===== src/rtl/hase_pkg.sv =====
`timescale 1ns / 1ps
// ----------------------------------------------------------------------------
// hase_pkg
// Shared types, widths, codes and constant tables of the successor expansion
// pipeline.
// ----------------------------------------------------------------------------
package hase_pkg;

    // CORDIC
    localparam int DEF_CORDIC_STAGES = 16;
    localparam int ATAN_ENTRIES      = 24;
    localparam int XY_W              = 34;   // Q2.30 vector plus headroom
    localparam int SC_W              = 18;   // Q1.14 sine and cosine
    localparam int GEO_W             = 19;   // signed Q2.16 step offsets
    localparam int PROD_W            = GEO_W + SC_W;

    localparam logic signed [XY_W-1:0] CORDIC_START_X = 34'sd652032874;

    localparam logic [31:0] ATAN_TABLE [ATAN_ENTRIES] = '{
        32'h20000000, 32'h12E4051E, 32'h09FB385B, 32'h051111D4,
        32'h028B0D43, 32'h0145D7E1, 32'h00A2F61E, 32'h00517C55,
        32'h0028BE53, 32'h00145F2F, 32'h000A2F98, 32'h000517CC,
        32'h00028BE6, 32'h000145F3, 32'h0000A2F9, 32'h0000517C,
        32'h000028BE, 32'h0000145F, 32'h00000A2F, 32'h00000517,
        32'h0000028B, 32'h00000145, 32'h000000A2, 32'h00000051
    };

    // Cost
    localparam int COST_W    = 32;
    localparam int PEN_W     = 16;
    localparam int STEP_W    = 18;
    localparam int TURN_W    = 14;
    localparam int PEN_COUNT = 3;
    localparam int PEN_TURN  = 0;
    localparam int PEN_REV   = 1;
    localparam int PEN_DIR   = 2;

    // Configuration
    localparam int CFG_IDX_W  = 3;
    localparam int CFG_DATA_W = 18;

    localparam logic [STEP_W-1:0] RST_STRAIGHT_STEP = 18'd45875;
    localparam logic [STEP_W-1:0] RST_ARC_ADVANCE   = 18'd43108;
    localparam logic [STEP_W-1:0] RST_ARC_OFFSET    = 18'd15690;
    localparam logic [TURN_W-1:0] RST_TURN_ANGLE    = 14'd3641;
    localparam logic [PEN_W-1:0]  RST_PENALTY_TURN  = 16'd4301;
    localparam logic [PEN_W-1:0]  RST_PENALTY_REV   = 16'd8192;
    localparam logic [PEN_W-1:0]  RST_PENALTY_DIR   = 16'd8192;

    typedef enum logic [CFG_IDX_W-1:0] {
        CFG_STRAIGHT_STEP = 3'd0,
        CFG_ARC_ADVANCE   = 3'd1,
        CFG_ARC_OFFSET    = 3'd2,
        CFG_TURN_ANGLE    = 3'd3,
        CFG_PENALTY_TURN  = 3'd4,
        CFG_PENALTY_REV   = 3'd5,
        CFG_PENALTY_DIR   = 3'd6
    } cfg_reg_t;

    // Motion primitive codes; the two top codes are reverse shapes as well
    localparam logic [2:0] PRIM_STRAIGHT      = 3'd0;
    localparam logic [2:0] PRIM_LEFT          = 3'd1;
    localparam logic [2:0] PRIM_RIGHT         = 3'd2;
    localparam logic [2:0] PRIM_REV_STRAIGHT  = 3'd3;
    localparam logic [2:0] PRIM_REV_LEFT      = 3'd4;
    localparam logic [2:0] PRIM_REV_RIGHT     = 3'd5;
    localparam logic [2:0] PRIM_REV_STRAIGHT2 = 3'd6;
    localparam logic [2:0] PRIM_REV_LEFT2     = 3'd7;

    typedef struct packed {
        logic signed [31:0] pos_x;
        logic signed [31:0] pos_y;
        logic [15:0]        heading;
        logic [31:0]        path_cost;
        logic [2:0]         parent_prim;
        logic [2:0]         chosen_prim;
    } in_item_t;

    typedef struct packed {
        logic signed [31:0] succ_x;
        logic signed [31:0] succ_y;
        logic [15:0]        succ_heading;
        logic [31:0]        succ_cost;
        logic               cost_saturated;
    } out_item_t;

    // Data that rides alongside the CORDIC stages
    typedef struct packed {
        logic signed [31:0]      pos_x;
        logic signed [31:0]      pos_y;
        logic [COST_W-1:0]       path_cost;
        logic [15:0]             succ_heading;
        logic signed [GEO_W-1:0] lon;
        logic signed [GEO_W-1:0] lat;
    } side_t;

    typedef struct packed {
        logic [STEP_W-1:0]               step;
        logic [PEN_COUNT-1:0][PEN_W-1:0] pen;
    } cost_cfg_t;

    typedef struct packed {
        logic [COST_W-1:0] inc;
        logic              sat;
    } cost_res_t;

endpackage


===== src/rtl/hase_cost.sv =====
`timescale 1ns / 1ps
// ----------------------------------------------------------------------------
// hase_cost
// Cost increment: up to three Q4.12 penalty products in a fixed order, each
// one multiply stage and one round-and-saturate stage.
// ----------------------------------------------------------------------------
module hase_cost
    import hase_pkg::*;
(
    input  logic                 clk,
    input  logic                 adv,
    input  cost_cfg_t            cfg,
    input  logic [PEN_COUNT-1:0] sel,
    output cost_res_t            result
);

    localparam int MUL_W = COST_W + PEN_W;

    logic [COST_W-1:0]    v_in [PEN_COUNT];
    logic                 sat_in [PEN_COUNT];
    logic [PEN_COUNT-1:0] sel_in [PEN_COUNT];
    logic [MUL_W:0]       rnd_sum [PEN_COUNT];
    logic [MUL_W-12:0]    rnd_val [PEN_COUNT];
    logic                 over [PEN_COUNT];
    logic [COST_W-1:0]    v_next [PEN_COUNT];
    logic                 sat_next [PEN_COUNT];

    logic [MUL_W-1:0]     prod_reg [PEN_COUNT];
    logic [COST_W-1:0]    vm_reg [PEN_COUNT];
    logic                 satm_reg [PEN_COUNT];
    logic [PEN_COUNT-1:0] selm_reg [PEN_COUNT];
    logic [COST_W-1:0]    vr_reg [PEN_COUNT];
    logic                 satr_reg [PEN_COUNT];
    logic [PEN_COUNT-1:0] selr_reg [PEN_COUNT];

    always_comb
    begin
        v_in[0]   = COST_W'(cfg.step);
        sat_in[0] = 1'b0;
        sel_in[0] = sel;
        for (int k = 1; k < PEN_COUNT; k++)
        begin
            v_in[k]   = vr_reg[k-1];
            sat_in[k] = satr_reg[k-1];
            sel_in[k] = selr_reg[k-1];
        end
        for (int k = 0; k < PEN_COUNT; k++)
        begin
            rnd_sum[k] = {1'b0, prod_reg[k]} + (MUL_W+1)'(2048);
            rnd_val[k] = rnd_sum[k][MUL_W:12];
            over[k]    = |rnd_val[k][MUL_W-12:COST_W];
            if (!selm_reg[k][k])
            begin
                v_next[k]   = vm_reg[k];
                sat_next[k] = satm_reg[k];
            end
            else if (over[k])
            begin
                v_next[k]   = '1;
                sat_next[k] = 1'b1;
            end
            else
            begin
                v_next[k]   = rnd_val[k][COST_W-1:0];
                sat_next[k] = satm_reg[k];
            end
        end
    end

    always_ff @(posedge clk)
    begin
        if (adv)
        begin
            for (int k = 0; k < PEN_COUNT; k++)
            begin
                prod_reg[k] <= v_in[k] * cfg.pen[k];
                vm_reg[k]   <= v_in[k];
                satm_reg[k] <= sat_in[k];
                selm_reg[k] <= sel_in[k];
                vr_reg[k]   <= v_next[k];
                satr_reg[k] <= sat_next[k];
                selr_reg[k] <= selm_reg[k];
            end
        end
    end

    assign result.inc = vr_reg[PEN_COUNT-1];
    assign result.sat = satr_reg[PEN_COUNT-1];

endmodule


===== config.mk =====
export PLATFORM = sky130hd
export DESIGN_NAME = hase_cost
export DESIGN_NICKNAME = d
export VERILOG_FILES = /design/src/rtl/hase_pkg.sv /design/src/rtl/hase_cost.sv
export SDC_FILE = /design/constraint.sdc
export NUM_CORES = 2
export LEC_CHECK = 0
export BUFFER_PORTS_ARGS = -buffer_cell sky130_fd_sc_hd__buf_2
export CAP_MARGIN = 20
export CORE_MARGIN = 8
export CORE_UTILIZATION = 35
export CTS_CLUSTER_DIAMETER = 200
export CTS_CLUSTER_SIZE = 24
export DETAILED_ROUTE_END_ITERATION = 10
export PLACE_DENSITY = 0.61
export SLEW_MARGIN = 15
export SYNTH_ARGS = -nofsm -noshare
export SYNTH_HDL_FRONTEND = slang
export SYNTH_SLANG_ARGS = --single-unit
export TNS_END_PERCENT = 30

===== constraint.sdc =====
create_clock -name clk -period 9.7 [get_ports clk]
set_clock_uncertainty 0.2 [all_clocks]
set_input_delay 1.94 -clock clk [delete_from_list [all_inputs] [get_ports clk]]
set_output_delay 1.94 -clock clk [all_outputs]
set_load 0.02 [all_outputs]

==> reports/qor.csv <==
metric,value,unit
cts_tree,done,
synth-edff-count,259,
layout_common_cells,"inv_1, fa_1, nand2_1",
ctsHoldBuffers,0,
initial_core_util,35.1,%
hold_violations,0,
core,131000,um^2
viasPerCell,4.82,
syn_inst,4812,
port-buffer-count,103,
dp_hpwl,83900,um
ys_types,72,
track_usage,15.3,%
final_common_cell,inv_1,
syn_area_per_cell,9.57,um^2
report.final.setup_viol,0,
yosys-top-cells-area,"fa_1, edfxtp_1, ha_1, inv_1, and2_1",
rows,133,
die_area,143000,um^2
reg2reg_slack,2.16,ns
grt_pass1_vias,34502,
dieHeight,379,um
syn2layout_area_growth,5.40,%
htreeDepth,1,
syn-cell-area,46100,um^2
period_share,88.0,%
clock_path_buffers,3,
cp.arrival,8.61,ns
ys_seq_area_share,16.9,%
hp-class,flip-flop to flip-flop,
relSlewSlack,30.1,%
drt_iter0_drc,1898,
grt_overflow_total,0,
run_status,"finished, final reports clean",
dpl_cell_area,48200,um^2
grt_antenna_before_repair,11,
clkLatencyLatePin,0.52,ns
fin_tns_setup,0,ns
rsz0062_at_grt,no,
critPathRequiredTime,9.77,ns
cts_root_buf,clkbuf_16,
wl_per_cell,16.6,um
finalMaxSlewViolations,0,
postCtsResizedCells,0,
drc_errors,0,
finish.utilization,37.0,%
maxCapViolCount,0,
post_cts_buffers,0,
yosys.area.top_type,fa_1,
routed_wl,108000,um
critPathKind,primary input to flip-flop,
cp-start-kind,primary input,
path_clk_slew,0.11,ns
final.min_clock_period,8.54,ns
syn-num-nets,6142,
vias,31349,
cp_max_fo,31,
nets,6075,
numCtsBuffers,14,
place_congestion,0.858,
detail_route.first_pass.iterations,5,
cts.sinks,259,
yosys.area.top_type_share,39.8,%
antenna_left,0,
grt_max_degree,153,
die-width,379,um
stdcell_count,6506,
fillers,13303,
largest_reg_flops,91,
async_flop_share,0,%
crit_path_end_kind,flip-flop,
design_area,48600,um^2
synth_warnings,0,
dp.cells,6484,
synth_flop_cell,edfxtp_1,
fmax,117,MHz
synth_seq_cells,259,
grt_pass1_wl,180000,um
worst_pin_slew,1.05,ns
ios,104,
drive_above_1_share,3.31,%
==> cells in the mapped netlist, types with 3 or more instances <==
library cell	count
nor4_1	3
nand4_1	29
nand2b_1	6
nor2_1	150
a21oi_1	113
inv_1	1052
a41o_1	3
xnor2_1	94
mux2_2	3
edfxtp_1	259
xor2_1	58
nand2_1	773
and3_1	23
o31a_1	3
o21ai_0	43
nor3_1	19
nor3b_1	3
o21bai_1	6
a221oi_1	4
nand3_1	40
nor2b_1	16
a31oi_1	36
a2111o_1	3
o31ai_1	3
o211ai_1	5
clkbuf_1	197
and2_1	474
a211oi_1	7
a21o_1	43
or3_1	7
ha_1	342
o21a_1	7
fa_1	917
a311oi_1	3
a21boi_0	7
o311ai_0	3
buf_2	3
and4_1	16
==> worst max-delay path: stages <==
cell,delay (ns)
buf_2,0.63
nand2_1,0.18
fa_1,0.57
inv_1,0.06
fa_1,0.56
fa_1,0.43
fa_1,0.46
fa_1,0.49
inv_1,0.05
fa_1,0.48
inv_1,0.04
ha_1,0.39
a21oi_4,0.17
o21ai_2,0.08
a221o_1,0.29
a211o_1,0.33
a221oi_2,0.43
a21o_2,0.24
a21boi_2,0.10
or4b_1,0.50
o211a_1,0.15
==> cell families (layout without fill, tap and decap cells) <==
group / count (synthesis) / after routing / synth area share (%)
and+or+nand+nor: 1568 / 1568 / 16.3
adders and majority gates: 1259 / 1259 / 49.1
buffers and inverters: 1254 / 1188 / 10.2
AOI/OAI and AO/OA: 316 / 316 / 4.49
DFF: 259 / 259 / 16.9
xor gates and xnor gates: 152 / 152 / 2.89
muxes: 4 / 4 / 0.0951
other: 0 / 5 / 0
==> final cells by class <==
class	count	area, um^2	share of cell area (%)
multi-input combinational	3299	33600	69.2
timing repair buffer	119	658	1.36
antenna	5	12.5	0.0258
inverter	1052	3950	8.13
sequential	259	7780	16.0
clock inverter	2	8.76	0.0180
clock buffer	15	375	0.773
tap	1755	2200	4.52
==> through the flow <==
step / setup WS (ns) / hold slack [ns]
final: 1.16 / 0.221
after global routing: 0.927 / 0.218
after CTS: 1.20 / 0.208
after detailed placement: 0.651 / 0.205
after global placement: 0.681 / 0.203
after floorplan: 1.27 / 0.200
==> layer usage <==
| layer | routed length [um] | vias to the layer above | global-route usage (%) |
|---|---|---|---|
| met5 | 35 | - | 0 |
| met1 | 47300 | 15963 | 20.5 |
| met3 | 7580 | 155 | 2.63 |
| met2 | 51000 | 878 | 26.3 |
| met4 | 2140 | 6 | 3.07 |
| li1 | - | 14347 | - |
==> path summary, 6_finish.rpt <==
kind / from / end / cells past startpoint
worst max-delay path: cfg[42] / prod_reg[0][138]$_DFFE_PP_ / 21
worst min-delay path: selm_reg[0][1]$_DFFE_PP_ / selr_reg[0][1]$_DFFE_PP_ / 0
worst max register to register: vr_reg[0][47]$_DFFE_PP_ / prod_reg[0][138]$_DFFE_PP_ / 19
worst min register to register: selm_reg[0][1]$_DFFE_PP_ / selr_reg[0][1]$_DFFE_PP_ / 0
Power is left out: the tool's default activity adds up to more than one toggle a clock period on the data nets, which glitch-free logic cannot reach.
