`src/rtl/hase_pkg.sv`:
```
`timescale 1ns / 1ps
// ----------------------------------------------------------------------------
// hase_pkg
// Shared types, widths, codes and constant tables of the successor expansion
// pipeline.
// ----------------------------------------------------------------------------
package hase_pkg;

    // CORDIC
    localparam int DEF_CORDIC_STAGES = 16;
    localparam int ATAN_ENTRIES      = 24;
    localparam int XY_W              = 34;   // Q2.30 vector plus headroom
    localparam int SC_W              = 18;   // Q1.14 sine and cosine
    localparam int GEO_W             = 19;   // signed Q2.16 step offsets
    localparam int PROD_W            = GEO_W + SC_W;

    localparam logic signed [XY_W-1:0] CORDIC_START_X = 34'sd652032874;

    localparam logic [31:0] ATAN_TABLE [ATAN_ENTRIES] = '{
        32'h20000000, 32'h12E4051E, 32'h09FB385B, 32'h051111D4,
        32'h028B0D43, 32'h0145D7E1, 32'h00A2F61E, 32'h00517C55,
        32'h0028BE53, 32'h00145F2F, 32'h000A2F98, 32'h000517CC,
        32'h00028BE6, 32'h000145F3, 32'h0000A2F9, 32'h0000517C,
        32'h000028BE, 32'h0000145F, 32'h00000A2F, 32'h00000517,
        32'h0000028B, 32'h00000145, 32'h000000A2, 32'h00000051
    };

    // Cost
    localparam int COST_W    = 32;
    localparam int PEN_W     = 16;
    localparam int STEP_W    = 18;
    localparam int TURN_W    = 14;
    localparam int PEN_COUNT = 3;
    localparam int PEN_TURN  = 0;
    localparam int PEN_REV   = 1;
    localparam int PEN_DIR   = 2;

    // Configuration
    localparam int CFG_IDX_W  = 3;
    localparam int CFG_DATA_W = 18;

    localparam logic [STEP_W-1:0] RST_STRAIGHT_STEP = 18'd45875;
    localparam logic [STEP_W-1:0] RST_ARC_ADVANCE   = 18'd43108;
    localparam logic [STEP_W-1:0] RST_ARC_OFFSET    = 18'd15690;
    localparam logic [TURN_W-1:0] RST_TURN_ANGLE    = 14'd3641;
    localparam logic [PEN_W-1:0]  RST_PENALTY_TURN  = 16'd4301;
    localparam logic [PEN_W-1:0]  RST_PENALTY_REV   = 16'd8192;
    localparam logic [PEN_W-1:0]  RST_PENALTY_DIR   = 16'd8192;

    typedef enum logic [CFG_IDX_W-1:0] {
        CFG_STRAIGHT_STEP = 3'd0,
        CFG_ARC_ADVANCE   = 3'd1,
        CFG_ARC_OFFSET    = 3'd2,
        CFG_TURN_ANGLE    = 3'd3,
        CFG_PENALTY_TURN  = 3'd4,
        CFG_PENALTY_REV   = 3'd5,
        CFG_PENALTY_DIR   = 3'd6
    } cfg_reg_t;

    // Motion primitive codes; the two top codes are reverse shapes as well
    localparam logic [2:0] PRIM_STRAIGHT      = 3'd0;
    localparam logic [2:0] PRIM_LEFT          = 3'd1;
    localparam logic [2:0] PRIM_RIGHT         = 3'd2;
    localparam logic [2:0] PRIM_REV_STRAIGHT  = 3'd3;
    localparam logic [2:0] PRIM_REV_LEFT      = 3'd4;
    localparam logic [2:0] PRIM_REV_RIGHT     = 3'd5;
    localparam logic [2:0] PRIM_REV_STRAIGHT2 = 3'd6;
    localparam logic [2:0] PRIM_REV_LEFT2     = 3'd7;

    typedef struct packed {
        logic signed [31:0] pos_x;
        logic signed [31:0] pos_y;
        logic [15:0]        heading;
        logic [31:0]        path_cost;
        logic [2:0]         parent_prim;
        logic [2:0]         chosen_prim;
    } in_item_t;

    typedef struct packed {
        logic signed [31:0] succ_x;
        logic signed [31:0] succ_y;
        logic [15:0]        succ_heading;
        logic [31:0]        succ_cost;
        logic               cost_saturated;
    } out_item_t;

    // Data that rides alongside the CORDIC stages
    typedef struct packed {
        logic signed [31:0]      pos_x;
        logic signed [31:0]      pos_y;
        logic [COST_W-1:0]       path_cost;
        logic [15:0]             succ_heading;
        logic signed [GEO_W-1:0] lon;
        logic signed [GEO_W-1:0] lat;
    } side_t;

    typedef struct packed {
        logic [STEP_W-1:0]               step;
        logic [PEN_COUNT-1:0][PEN_W-1:0] pen;
    } cost_cfg_t;

    typedef struct packed {
        logic [COST_W-1:0] inc;
        logic              sat;
    } cost_res_t;

endpackage

```
`src/rtl/hase_cordic.sv`:
```
`timescale 1ns / 1ps
// ----------------------------------------------------------------------------
// hase_cordic
// Pipelined rotation-mode CORDIC: one iteration per stage, then rounding of
// sine and cosine to Q1.14 with the half-turn fold undone.
// ----------------------------------------------------------------------------
module hase_cordic
    import hase_pkg::*;
#(
    parameter int ITERS = DEF_CORDIC_STAGES
) (
    input  logic                   clk,
    input  logic                   adv,
    input  logic [15:0]            heading,
    output logic signed [SC_W-1:0] sin_q14,
    output logic signed [SC_W-1:0] cos_q14
);

    localparam logic signed [XY_W-1:0] RND_HALF = XY_W'(32768);

    logic [31:0]            angle;
    logic                   fold;
    logic signed [XY_W-1:0] x_in [ITERS];
    logic signed [XY_W-1:0] y_in [ITERS];
    logic signed [XY_W-1:0] z_in [ITERS];
    logic                   f_in [ITERS];
    logic signed [XY_W-1:0] x_next [ITERS];
    logic signed [XY_W-1:0] y_next [ITERS];
    logic signed [XY_W-1:0] z_next [ITERS];
    logic signed [XY_W-1:0] x_reg [ITERS];
    logic signed [XY_W-1:0] y_reg [ITERS];
    logic signed [XY_W-1:0] z_reg [ITERS];
    logic                   flip_reg [ITERS];
    logic signed [XY_W-1:0] x_rnd;
    logic signed [XY_W-1:0] y_rnd;
    logic signed [SC_W-1:0] c_val;
    logic signed [SC_W-1:0] s_val;
    logic signed [SC_W-1:0] sin_reg;
    logic signed [SC_W-1:0] cos_reg;

    // fold into [-90, 90) degrees by moving half a turn
    assign fold  = heading[15] ^ heading[14];
    assign angle = {heading[15] ^ fold, heading[14:0], 16'h0000};

    genvar i;
    generate
        for (i = 0; i < ITERS; i++)
        begin : g_iter
            if (i == 0)
            begin : g_first
                assign x_in[i] = CORDIC_START_X;
                assign y_in[i] = '0;
                assign z_in[i] = signed'({{(XY_W-32){angle[31]}}, angle});
                assign f_in[i] = fold;
            end
            else
            begin : g_next
                assign x_in[i] = x_reg[i-1];
                assign y_in[i] = y_reg[i-1];
                assign z_in[i] = z_reg[i-1];
                assign f_in[i] = flip_reg[i-1];
            end

            always_comb
            begin
                if (z_in[i] >= 0)
                begin
                    x_next[i] = x_in[i] - (y_in[i] >>> i);
                    y_next[i] = y_in[i] + (x_in[i] >>> i);
                    z_next[i] = z_in[i] - signed'({{(XY_W-32){1'b0}}, ATAN_TABLE[i]});
                end
                else
                begin
                    x_next[i] = x_in[i] + (y_in[i] >>> i);
                    y_next[i] = y_in[i] - (x_in[i] >>> i);
                    z_next[i] = z_in[i] + signed'({{(XY_W-32){1'b0}}, ATAN_TABLE[i]});
                end
            end
        end
    endgenerate

    always_ff @(posedge clk)
    begin
        if (adv)
        begin
            for (int k = 0; k < ITERS; k++)
            begin
                x_reg[k]    <= x_next[k];
                y_reg[k]    <= y_next[k];
                z_reg[k]    <= z_next[k];
                flip_reg[k] <= f_in[k];
            end
        end
    end

    // round half up to Q1.14
    assign x_rnd = (x_reg[ITERS-1] + RND_HALF) >>> 16;
    assign y_rnd = (y_reg[ITERS-1] + RND_HALF) >>> 16;
    assign c_val = signed'(x_rnd[SC_W-1:0]);
    assign s_val = signed'(y_rnd[SC_W-1:0]);

    always_ff @(posedge clk)
    begin
        if (adv)
        begin
            cos_reg <= flip_reg[ITERS-1] ? -c_val : c_val;
            sin_reg <= flip_reg[ITERS-1] ? -s_val : s_val;
        end
    end

    assign sin_q14 = sin_reg;
    assign cos_q14 = cos_reg;

endmodule

```
`config.mk`:
```
export PLATFORM = sky130hd
export DESIGN_NAME = hase_cordic
export DESIGN_NICKNAME = d
export VERILOG_FILES = /design/src/rtl/hase_pkg.sv /design/src/rtl/hase_cordic.sv
export SDC_FILE = /design/constraint.sdc
export NUM_CORES = 2
export LEC_CHECK = 0
export BUFFER_PORTS_ARGS = -buffer_cell sky130_fd_sc_hd__clkbuf_2
export CORE_MARGIN = 2
export CORE_UTILIZATION = 59
export DETAILED_ROUTE_END_ITERATION = 8
export GPL_ROUTABILITY_DRIVEN = 0
export PLACE_DENSITY = 0.76
export SETUP_SLACK_MARGIN = 0.2
export SYNTH_ARGS = -nofsm -noshare
export SYNTH_HDL_FRONTEND = slang
export SYNTH_SLANG_ARGS = --single-unit
export TNS_END_PERCENT = 20
```
`constraint.sdc`:
```
create_clock -name clk -period 5.4 [get_ports clk]
set_clock_uncertainty 0.15 [all_clocks]
set_input_delay 1.08 -clock clk [delete_from_list [all_inputs] [get_ports clk]]
set_output_delay 1.08 -clock clk [all_outputs]
set_load 0.02 [all_outputs]
```
==> summary.txt <==
Worst setup path
  • Crit path launch: x_reg[1][185]
  • CP max stage cell: a2111oi_0
  • Slowest stage delay, CP: around 0.84 ns
  • R2R depth: 17
  • Worst r2r src: x_reg[1][185]
  • CP max FO: 5
  • Worst setup path class: flop to flop
  • RR Endpoint: y_reg[1][234]
  • Crit path arrival time: roughly 5.7 ns
  • R2R Setup Slk: around 0.12 ns
  • CP cell instances: inv_1, ha_1, nand2_1, nand2_1, xnor2_1, ha_1, a2111oi_0, o21ai_0, a211oi_1, nor4_2, o2111ai_1, a31oi_1, a211o_1, a21o_1, a21o_1, a21oi_1, xnor2_1
  • Crit end category: flop
  • WP data required: roughly 6 ns
  • Critical path launch point type: flop

Timing
  • RSZ-0062 raised after global routing: true
  • Slew @ Worst Pin: between 1 and 1.5 ns
  • Rel. slew slack: approximately a quarter
  • Setup TNS: 0 ns
  • # setup viols final: 0
  • Minimum clock period: roughly 5.3 ns
  • Worst hold slack: between 0.2 and 0.3 ns
  • F_max: between 150 and 200 MHz
  • Fin crit share: just under 100%
  • Final Hold Fails: 0
  • Slew Limit Fails: 0

Flow run
  • Max Cap Viol: 0

Die
  • IO Pins: 54
  • Die area: ~0.21 mm²
  • Site row count: between 150 and 200
  • Core area: a little over 0.2 mm²
  • Starting Density: between 50% and 60%
  • Chip Width: roughly 460 µm
  • Die H: ~460 µm

GRT
  • Vias in the first global route: ~96000
  • Largest net degree at the start of global routing: 213
  • Overall Global Routing Usage: approximately 28%
  • Antenna violations before repair: 2
  • First-pass GRT wire length: about 490000 µm
  • Gr ovfl total: 0

Clock tree
  • Clock sink count: roughly 1500
  • Clk slew on worst S/H paths: 0.06 ns
  • CTS tree: done
  • Clock root cell: clkbuf_16
  • CTS Buf Count: around 170
  • H-tree Lvls: 4
  • Hold-fix buffers at CTS: 0
  • Clk buf depth: 3
  • Clk_lat worst skew: 0.85 ns

Cells and area
  • Most frequent cells in the layout: 1450 x edfxtp_1, 1377 x ha_1, 1207 x xnor2_1
  • Nets: between 10000 and 15000
  • Area delta synth->final: 10.1%
  • Ant diodes: 0
  • Max FFs per register: 495
  • Share of post-route cells with drive strength above 1: under 10%
  • Commonest non-fill, non-tap cell in the layout: edfxtp_1

Synthesis
  • Syn nets: 14000
  • Syn Inst Count: 12600
  • YS warnings: 0
  • Top_reg_cell synth: edfxtp_1
  • Avg Inst Size Synth: about 9.7 µm²
  • Post-synth EDFFs: 1450
  • Synthesized flop and latch total: roughly 1500
  • Post-synth cell types: 96
  • Ys async rst share: 0%
  • Seq/Total Area, Yosys: about 36%
  • Area of the mapped netlist: 0.122 mm²

Drt
  • Post-DR wirelength/cell: about 20 µm
  • DR pass1 iterations: 7
  • First DRT Iteration DRCs: 8539
  • # DRC: 0
  • Vias: between 90000 and 100k
  • Vias per cell: ~6.3
  • ANT nets after route: 0
  • Drt total wl: 308000 µm

Worst hold path
  • Worst hold path stage count: 1
  • HP Start: heading[6]
  • Hold crit path type: primary input to flop
  • Worst hold endpoint: z_reg[0][22]

Placement
  • Buffers added on ports: 53
  • HPWL after DPL: between 200000 and 250000 µm

Status
  • Status: complete, no violations
[through the flow]
step	instance area (µm²)	utilization [%]	setup WS (ns)	cells
2_1_floorplan	122000	-	0.145	12600
3_3_place_gp	127000	61.8	-0.267	15400
3_5_place_dp	127000	61.8	-0.187	15400
4_1_cts	132000	64.7	0.0595	15700
5_1_grt	134000	65.4	-0.114	15700
6_report	134000	65.4	0.124	15700
[layer usage]
| layer | vias to the layer above | wire (µm) | GRT usage (%) |
|---|---|---|---|
| li1 | 47600 | - | - |
| met1 | 47000 | 126000 | 35.6 |
| met2 | 3574 | 147000 | 48.8 |
| met3 | 893 | 19400 | 3.74 |
| met4 | 2 | 15400 | 13.0 |
| met5 | - | 20 | 0 |
[synthesized netlist by cell type, types with 101 or more instances]
library cell  instances  area share [%]
a21o_1              595             3.7
a21oi_1            1126             4.6
and3_1              101            0.52
clkbuf_1            161            0.50
edfxtp_1           1450              36
ha_1               1382              14
inv_1               541             1.7
nand2_1             786             2.4
nand2b_1            235             1.2
nand3_1             218            0.90
nor2_1              861             2.7
nor2b_1             162            0.83
nor3_1              230            0.95
nor4_1              126            0.65
o21a_1              189             1.2
o21ai_0             758             3.1
o21bai_1            153            0.94
o31ai_1             220             1.4
or3_1               139            0.71
xnor2_1            1210             8.7
xor2_1              651             4.7
[critical path: cells and delay by family (launching register included)]
family / cells / cell delay, ns
adder cells (fa/ha/maj): 2 / 0.56
AO/OA/AOI/OAI: 9 / 3.15
AND/OR/NAND/NOR: 3 / 0.28
buffers and inverters: 1 / 0.10
XOR/XNOR: 2 / 0.25
flip-flops: 1 / 0.53
[cells by family after synthesis]
| kind of cell | count (synthesis) | synth area share [%] |
|---|---|---|
| AO/OA/AOI/OAI | 3810 | 20.2 |
| XOR/XNOR | 1862 | 13.4 |
| adder cells (fa/ha/maj) | 1420 | 14.8 |
| buffers and inverters | 726 | 2.24 |
| flip-flops | 1450 | 35.8 |
| multiplexers | 59 | 0.502 |
| AND/OR/NAND/NOR | 3239 | 13.1 |
[final cells by class]
type	count	area (µm²)
timing repair buffer	342	2610
clock buffer	187	4230
multi-input combinational	10400	76800
clock inverter	114	1400
sequential	1450	43500
inverter	550	2070
tap	2688	3360
fill	15800	70800
[what timing repair did]
item / CTS / global route
gates cloned: 1 / 1
pin swaps: 5 / 63
resized for setup: 36 / 284
endpoints found under the setup margin: 82 / 223
buffers inserted: 1 / 51
[worst max-delay path by stage]
stage	to	slack, ns
global route	y_reg[1][234]	-0.11
finish	y_reg[1][234]	0.12
detailed placement	x_reg[0][166]	-0.19
global placement	z_reg[1][202]	-0.27
CTS	x_reg[1][100]	0.06
floorplan	y_reg[0][200]	0.15
Power is left out: the tool's default activity adds up to more than one toggle a clock period on the data nets, which glitch-free logic cannot reach.
